$ cat src/pcbr_pkg.sv
// ----------------------------------------------------------------------------
// Pointwise convolution package
// Shared constants, codes and the control structs of the cell row.
// ----------------------------------------------------------------------------
package pcbr_pkg;

  localparam int unsigned MaxInChannels  = 64;
  localparam int unsigned MaxOutChannels = 64;
  localparam int unsigned DataWidth      = 16;
  localparam int unsigned FracBits       = 8;
  localparam int unsigned AccGuard       = 8;

  typedef enum logic [1:0] {
    OP_WEIGHT = 2'd0,
    OP_BIAS   = 2'd1,
    OP_ACT    = 2'd2
  } op_e;

  typedef enum logic [1:0] {
    CFG_IN_CHANNELS  = 2'd0,
    CFG_OUT_CHANNELS = 2'd1,
    CFG_RELU_ENABLE  = 2'd2
  } cfg_e;

  typedef struct packed {
    logic       w_we;
    logic       b_we;
    logic [5:0] oc;
    logic [5:0] ic;
    logic       mac_en;
    logic       acc_en;
    logic       load;
    logic       shift;
    logic       relu;
    logic [6:0] n_out;
  } cell_ctrl_t;

  typedef struct packed {
    logic       vld;
    logic       last;
    logic [5:0] chan;
  } cell_out_t;

endpackage

$ cat src/pcbr_ram.sv
// ----------------------------------------------------------------------------
// Generic RAM
// One write port and one read port with a registered read.
// ----------------------------------------------------------------------------
module pcbr_ram #(
  parameter int unsigned WIDTH = 16,
  parameter int unsigned DEPTH = 64,
  localparam int unsigned AW = (DEPTH > 1) ? $clog2(DEPTH) : 1
) (
  input  logic             clk_i,
  input  logic             we_i,
  input  logic [AW-1:0]    waddr_i,
  input  logic [WIDTH-1:0] wdata_i,
  input  logic [AW-1:0]    raddr_i,
  output logic [WIDTH-1:0] rdata_o
);

  logic [WIDTH-1:0] mem_q [DEPTH];
  logic [WIDTH-1:0] rdata_q;

  always_ff @(posedge clk_i) begin
    if (we_i) begin
      mem_q[waddr_i] <= wdata_i;
    end
    rdata_q <= mem_q[raddr_i];
  end

  assign rdata_o = rdata_q;

endmodule

$ cat src/pcbr_cell.sv
// ----------------------------------------------------------------------------
// Output channel cell
// Holds the weights, bias and accumulator of one output channel and one
// stage of the result shift chain towards the output.
// ----------------------------------------------------------------------------
module pcbr_cell #(
  parameter int unsigned IDX             = 0,
  parameter int unsigned MAX_IN_CHANNELS = pcbr_pkg::MaxInChannels,
  parameter int unsigned DATA_WIDTH      = pcbr_pkg::DataWidth,
  parameter int unsigned FRAC_BITS       = pcbr_pkg::FracBits,
  localparam int unsigned AW = (MAX_IN_CHANNELS > 1) ? $clog2(MAX_IN_CHANNELS) : 1
) (
  input  logic                      clk_i,
  input  logic                      rst_ni,
  input  pcbr_pkg::cell_ctrl_t      ctrl_i,
  input  logic [DATA_WIDTH-1:0]     wdata_i,
  input  logic [DATA_WIDTH-1:0]     act_i,
  input  logic [AW-1:0]             raddr_i,
  input  pcbr_pkg::cell_out_t       next_i,
  input  logic [DATA_WIDTH-1:0]     next_res_i,
  output pcbr_pkg::cell_out_t       out_o,
  output logic [DATA_WIDTH-1:0]     res_o
);

  localparam int unsigned PW = 2 * DATA_WIDTH;
  localparam int unsigned ACC_W = PW + pcbr_pkg::AccGuard;
  localparam int unsigned BEXT = ACC_W + 1 - DATA_WIDTH - FRAC_BITS;

  logic                  sel;
  logic                  active;
  logic                  is_last;
  logic [DATA_WIDTH-1:0] weight;
  logic [DATA_WIDTH-1:0] bias_q;
  logic signed [PW-1:0]  prod;
  logic [PW-1:0]         prod_q;
  logic [ACC_W-1:0]      acc_q;
  logic [ACC_W-1:0]      acc_d;
  logic signed [ACC_W:0] sum_s;
  logic signed [ACC_W:0] shr_s;
  logic                  fits;
  logic [DATA_WIDTH-1:0] sat;
  logic [DATA_WIDTH-1:0] final_res;
  pcbr_pkg::cell_out_t   out_q;
  pcbr_pkg::cell_out_t   out_d;
  logic [DATA_WIDTH-1:0] res_q;
  logic [DATA_WIDTH-1:0] res_d;

  assign sel     = (32'(ctrl_i.oc) == IDX);
  assign active  = (IDX < 32'(ctrl_i.n_out));
  assign is_last = ((32'(ctrl_i.n_out) - 32'd1) == IDX);

  pcbr_ram #(
    .WIDTH (DATA_WIDTH),
    .DEPTH (MAX_IN_CHANNELS)
  ) u_weights (
    .clk_i   (clk_i),
    .we_i    (ctrl_i.w_we && sel),
    .waddr_i (AW'(ctrl_i.ic)),
    .wdata_i (wdata_i),
    .raddr_i (raddr_i),
    .rdata_o (weight)
  );

  assign prod = $signed(weight) * $signed(act_i);

  always_ff @(posedge clk_i) begin
    if (ctrl_i.b_we && sel) begin
      bias_q <= wdata_i;
    end
    if (ctrl_i.mac_en) begin
      prod_q <= prod;
    end
  end

  always_comb begin
    acc_d = acc_q;
    if (ctrl_i.load) begin
      acc_d = '0;
    end else if (ctrl_i.acc_en && active) begin
      acc_d = acc_q + {{pcbr_pkg::AccGuard{prod_q[PW-1]}}, prod_q};
    end
  end

  always_ff @(posedge clk_i or negedge rst_ni) begin
    if (!rst_ni) begin
      acc_q <= '0;
    end else begin
      acc_q <= acc_d;
    end
  end

  always_comb begin
    sum_s = $signed({acc_q[ACC_W-1], acc_q})
          + $signed({{BEXT{bias_q[DATA_WIDTH-1]}}, bias_q, {FRAC_BITS{1'b0}}});
    shr_s = sum_s >>> FRAC_BITS;
    fits  = (shr_s[ACC_W:DATA_WIDTH-1] == '0) || (shr_s[ACC_W:DATA_WIDTH-1] == '1);
    if (fits) begin
      sat = shr_s[DATA_WIDTH-1:0];
    end else if (shr_s[ACC_W]) begin
      sat = {1'b1, {(DATA_WIDTH-1){1'b0}}};
    end else begin
      sat = {1'b0, {(DATA_WIDTH-1){1'b1}}};
    end
    final_res = (ctrl_i.relu && sat[DATA_WIDTH-1]) ? '0 : sat;
  end

  always_comb begin
    out_d = out_q;
    res_d = res_q;
    if (ctrl_i.load) begin
      out_d.vld  = active;
      out_d.last = is_last;
      out_d.chan = 6'(IDX);
      res_d      = final_res;
    end else if (ctrl_i.shift) begin
      out_d = next_i;
      res_d = next_res_i;
    end
  end

  always_ff @(posedge clk_i or negedge rst_ni) begin
    if (!rst_ni) begin
      out_q <= '0;
    end else begin
      out_q <= out_d;
    end
  end

  always_ff @(posedge clk_i) begin
    res_q <= res_d;
  end

  assign out_o = out_q;
  assign res_o = res_q;

endmodule

$ cat config.mk
export PLATFORM = sky130hd
export DESIGN_NAME = pcbr_cell
export DESIGN_NICKNAME = d
export VERILOG_FILES = /design/src/pcbr_pkg.sv /design/src/pcbr_ram.sv /design/src/pcbr_cell.sv
export SDC_FILE = /design/constraint.sdc
export NUM_CORES = 2
export LEC_CHECK = 0
export BUFFER_PORTS_ARGS = -buffer_cell sky130_fd_sc_hd__buf_4
export CAP_MARGIN = 30
export CORE_MARGIN = 5
export CORE_UTILIZATION = 41
export DETAILED_ROUTE_END_ITERATION = 6
export PLACE_DENSITY_LB_ADDON = 0.15
export SYNTH_ARGS = -nofsm -noshare
export SYNTH_HDL_FRONTEND = slang
export SYNTH_SLANG_ARGS = --single-unit
$ cat constraint.sdc
create_clock -name clk_i -period 14.6 [get_ports clk_i]
set_clock_uncertainty 0.1 [all_clocks]
set_input_delay 1.46 -clock clk_i [delete_from_list [all_inputs] [get_ports clk_i]]
set_output_delay 1.46 -clock clk_i [all_outputs]
set_load 0.05 [all_outputs]
==> results.json <==
{
  "fillers": 12179,
  "wirelength_mm": 143,
  "cts.sink_count": 1152,
  "synth_area_per_cell_um2": 16.3,
  "cp_cell_sequence": "nand2_1 > fa_1 > fa_1 > fa_1 > fa_1 > inv_1 > fa_1 > fa_1 > ha_1 > a21oi_1 > nand2_1 > o21ai_0 > nand2_1 > a221o_1 > a221o_1 > a2111oi_2 > o21bai_1 > a21oi_1 > xnor2_1",
  "cp.required_ns": 14.92,
  "finalCritPeriodShare": 0.490,
  "critPathTopFamily": "adder cells",
  "switching_share": 0.397,
  "hp-class": "reg2reg",
  "cap_violations": 0,
  "drt_pass1_iterations": 5,
  "tightestPinTransition_ns": 0.978,
  "cts-root-buf": "clkbuf_16",
  "cts_setup_buffers": 0,
  "ant_nets": 0,
  "grt_usage": 0.196,
  "die_area_mm2": 0.147,
  "hpwlAfterDp_mm": 92.7,
  "max_freq_mhz": 140,
  "cp_num_buf_inv": 1,
  "cts_buffer_depth": 3,
  "die_w_um": 384,
  "cts_tree": "done",
  "r2r_setup_slack_ns": 7.45,
  "power_leakage_nw": 23.2,
  "grt.overflow.total": 0,
  "drive_gt1_frac": 0.200,
  "port_buffers": 113,
  "rsz0062_at_grt": "no",
  "status": "completed",
  "cts_resized": 0,
  "synthCells": 3520,
  "wire_per_inst_um": 25.2,
  "synthFlopType": "edfxtp_1",
  "tns_ns": 0,
  "antenna_found_initial": 3,
  "crit_arrival_ns": 7.47,
  "syn_area_mm2": 0.0573,
  "synthArstFlopShare": 0.0417,
  "slowest_delay_ns": 0.89,
  "finalCriticalPeriod_ns": 7.15,
  "antenna-diode-count": 0,
  "io-pin-count": 114,
  "drc": 0,
  "intPower_mw": 9.76,
  "synth_cell_types": 76,
  "ir_drop_mv": 0.607,
  "core_area_mm2": 0.139,
  "ys_seq_elements": 1152,
  "critPathLaunchType": "register",
  "cts_hold_buf": 0,
  "power.switching_mw": 6.42,
  "critPathSlowestCell": "dfxtp_1",
  "clk_pin_slew_worst_paths_ns": 0.06,
  "maxSlewViolCount": 0,
  "cp_common_cell": "fa_1",
  "register_area_mm2": 0.0342,
  "yosys_warnings": 0,
  "yosysSeqAreaShare": 0.597,
  "power_mw": 16.2,
  "pwr-share-seq": 0.266,
  "cts_buffers": 118,
  "combPwrFrac": 0.552,
  "grt_first_pass_wirelength_mm": 214,
  "vias": 30743,
  "finalNetCount": 4203,
  "die_y_um": 384,
  "multi_input_area_mm2": 0.0214,
  "syn_to_final_growth_pct": 12.8,
  "power_density_mw_per_mm2": 250,
  "worst_setup_path_end_kind": "register",
  "syn_nets": 4027,
  "grt_start_max_net_pins": 117,
  "synth-edff-count": 1088,
  "viasPerCell": 5.42,
  "drt-initial-drc-count": 2250,
  "clock_latency_ns": 0.76,
  "holdWs_ns": 0.425,
  "gp_congestion": 0.830,
  "start_util": 0.412,
  "crit_fanout": 16,
  "relSlewSlack": 0.347,
  "htreeDepth": 3,
  "clkPwrFrac": 0.182,
  "finalHoldViolCount": 0,
  "core.rowCount": 137,
  "path_class": "reg2reg",
  "setup_violations": 0,
  "grt_pass1_vias": 32265
}
-- logic make-up (layout without fill, tap and decap cells) --
family / Yosys count / in the layout / synth area share
AOI/OAI and AO/OA: 373 / 373 / 0.0426
DFF: 1152 / 1152 / 0.597
buffers and inverters: 480 / 759 / 0.0317
adders and majority gates: 417 / 417 / 0.126
xor gates and xnor gates: 94 / 94 / 0.0144
and+or+nand+nor: 659 / 659 / 0.0549
muxes: 345 / 345 / 0.134
-- state kept, by name, summed over array words and instances, names as in the netlist --
register           cells
u_weights.mem_q     1024
acc_q                 40
prod_q                32
bias_q                16
res_o                 16
u_weights.rdata_o     16
out_o                  8
-- cells in the final DEF (no fill, tap or decap), types with 43 or more instances in the layout --
cell type and count:
nor2_1 109, buf_4 192, xnor2_1 63, fa_1 264
o21ai_0 49, nand2_1 246, a21oi_1 129, mux4_2 336
dfrtp_1 48, inv_1 332, a21o_1 43, ha_1 153
edfxtp_1 1088, clkbuf_16 118, and2_1 119
-- metrics by stage --
step	area, um2	utilization	std cells	worst slack, ns
floorplan	57300	-	3520	7.14
global placement	60600	0.436	5440	6.82
detailed placement	60800	0.437	5451	6.76
CTS	64600	0.464	5674	7.41
global route	64600	0.464	5675	6.98
finish	64600	0.464	5675	7.45
-- power by group through the flow --
stage	combinational (mW)	sequential [mW]	clock, mW
after floorplan	6.92	4.34	0
after CTS	9.20	4.31	3.01
after global placement	9.09	4.38	0
after global routing	10.2	4.32	3.15
after detailed placement	9.12	4.38	0
final	8.93	4.31	2.94
-- layer usage --
layer	routed length, um	up-vias	part of all wire	GRT usage
met2	74500	638	0.52	0.347
met3	5680	170	0.040	0.0235
met5	7	-	0.000049	0
met4	2300	2	0.016	0.0354
met1	60700	16368	0.42	0.265
li1	-	13565	-	-
-- cells in the mapped netlist, types with 7 or more instances --
| cell | n | share of area |
|---|---|---|
| edfxtp_1 | 1088 | 0.57 |
| mux4_2 | 336 | 0.13 |
| inv_1 | 332 | 0.022 |
| fa_1 | 264 | 0.092 |
| nand2_1 | 246 | 0.016 |
| ha_1 | 153 | 0.033 |
| nor2_1 | 145 | 0.0095 |
| a21oi_1 | 129 | 0.011 |
| and2_1 | 119 | 0.013 |
| clkbuf_1 | 109 | 0.0071 |
| xnor2_1 | 63 | 0.0096 |
| o21ai_0 | 49 | 0.0043 |
| dfrtp_1 | 48 | 0.021 |
| a21o_1 | 43 | 0.0056 |
| xor2_1 | 31 | 0.0047 |
| nand3_1 | 29 | 0.0025 |
| buf_1 | 28 | 0.0018 |
| nor3_1 | 21 | 0.0018 |
| o21bai_1 | 20 | 0.0026 |
| a211oi_1 | 18 | 0.0024 |
| a31oi_1 | 18 | 0.0020 |
| dfxtp_1 | 16 | 0.0056 |
| nand2b_1 | 15 | 0.0016 |
| nand4_1 | 15 | 0.0016 |
| and3_1 | 13 | 0.0014 |
| or3_1 | 13 | 0.0014 |
| o21a_1 | 11 | 0.0014 |
| a21boi_0 | 10 | 0.0013 |
| buf_2 | 9 | 0.00079 |
| mux2i_1 | 9 | 0.0016 |
| nand3b_1 | 8 | 0.0010 |
| o21ai_1 | 8 | 0.00070 |
| nor2b_1 | 7 | 0.00076 |
-- worst min-delay path, cell delays in order, from the launching register on --
cell and delay, ns:
dfrtp_1 0.34, mux2i_1 0.06, nor2_1 0.08
-- worst paths after layout --
kind / start / endpoint / cells after the start
max in group asynchronous: rst_ni / acc_q[16] / 1
worst min-delay path: out_o[3] / out_o[3] / 2
worst max register to register: u_weights.rdata_o[10] / prod_q[30] / 19
worst max-delay path: u_weights.rdata_o[10] / prod_q[30] / 19
worst min register to register: out_o[3] / out_o[3] / 2
min in group asynchronous: rst_ni / out_o[5] / 1
-- cell type report --
class	instances	area share
Clock buffer	156	0.0482
Clock inverter	67	0.0104
Inverter	332	0.0193
Multi-Input combinational cell	1888	0.331
Sequential cell	1152	0.529
Tap cell	1876	0.0363
Timing Repair Buffer	204	0.0254
(Power assumes the default switching activity.)
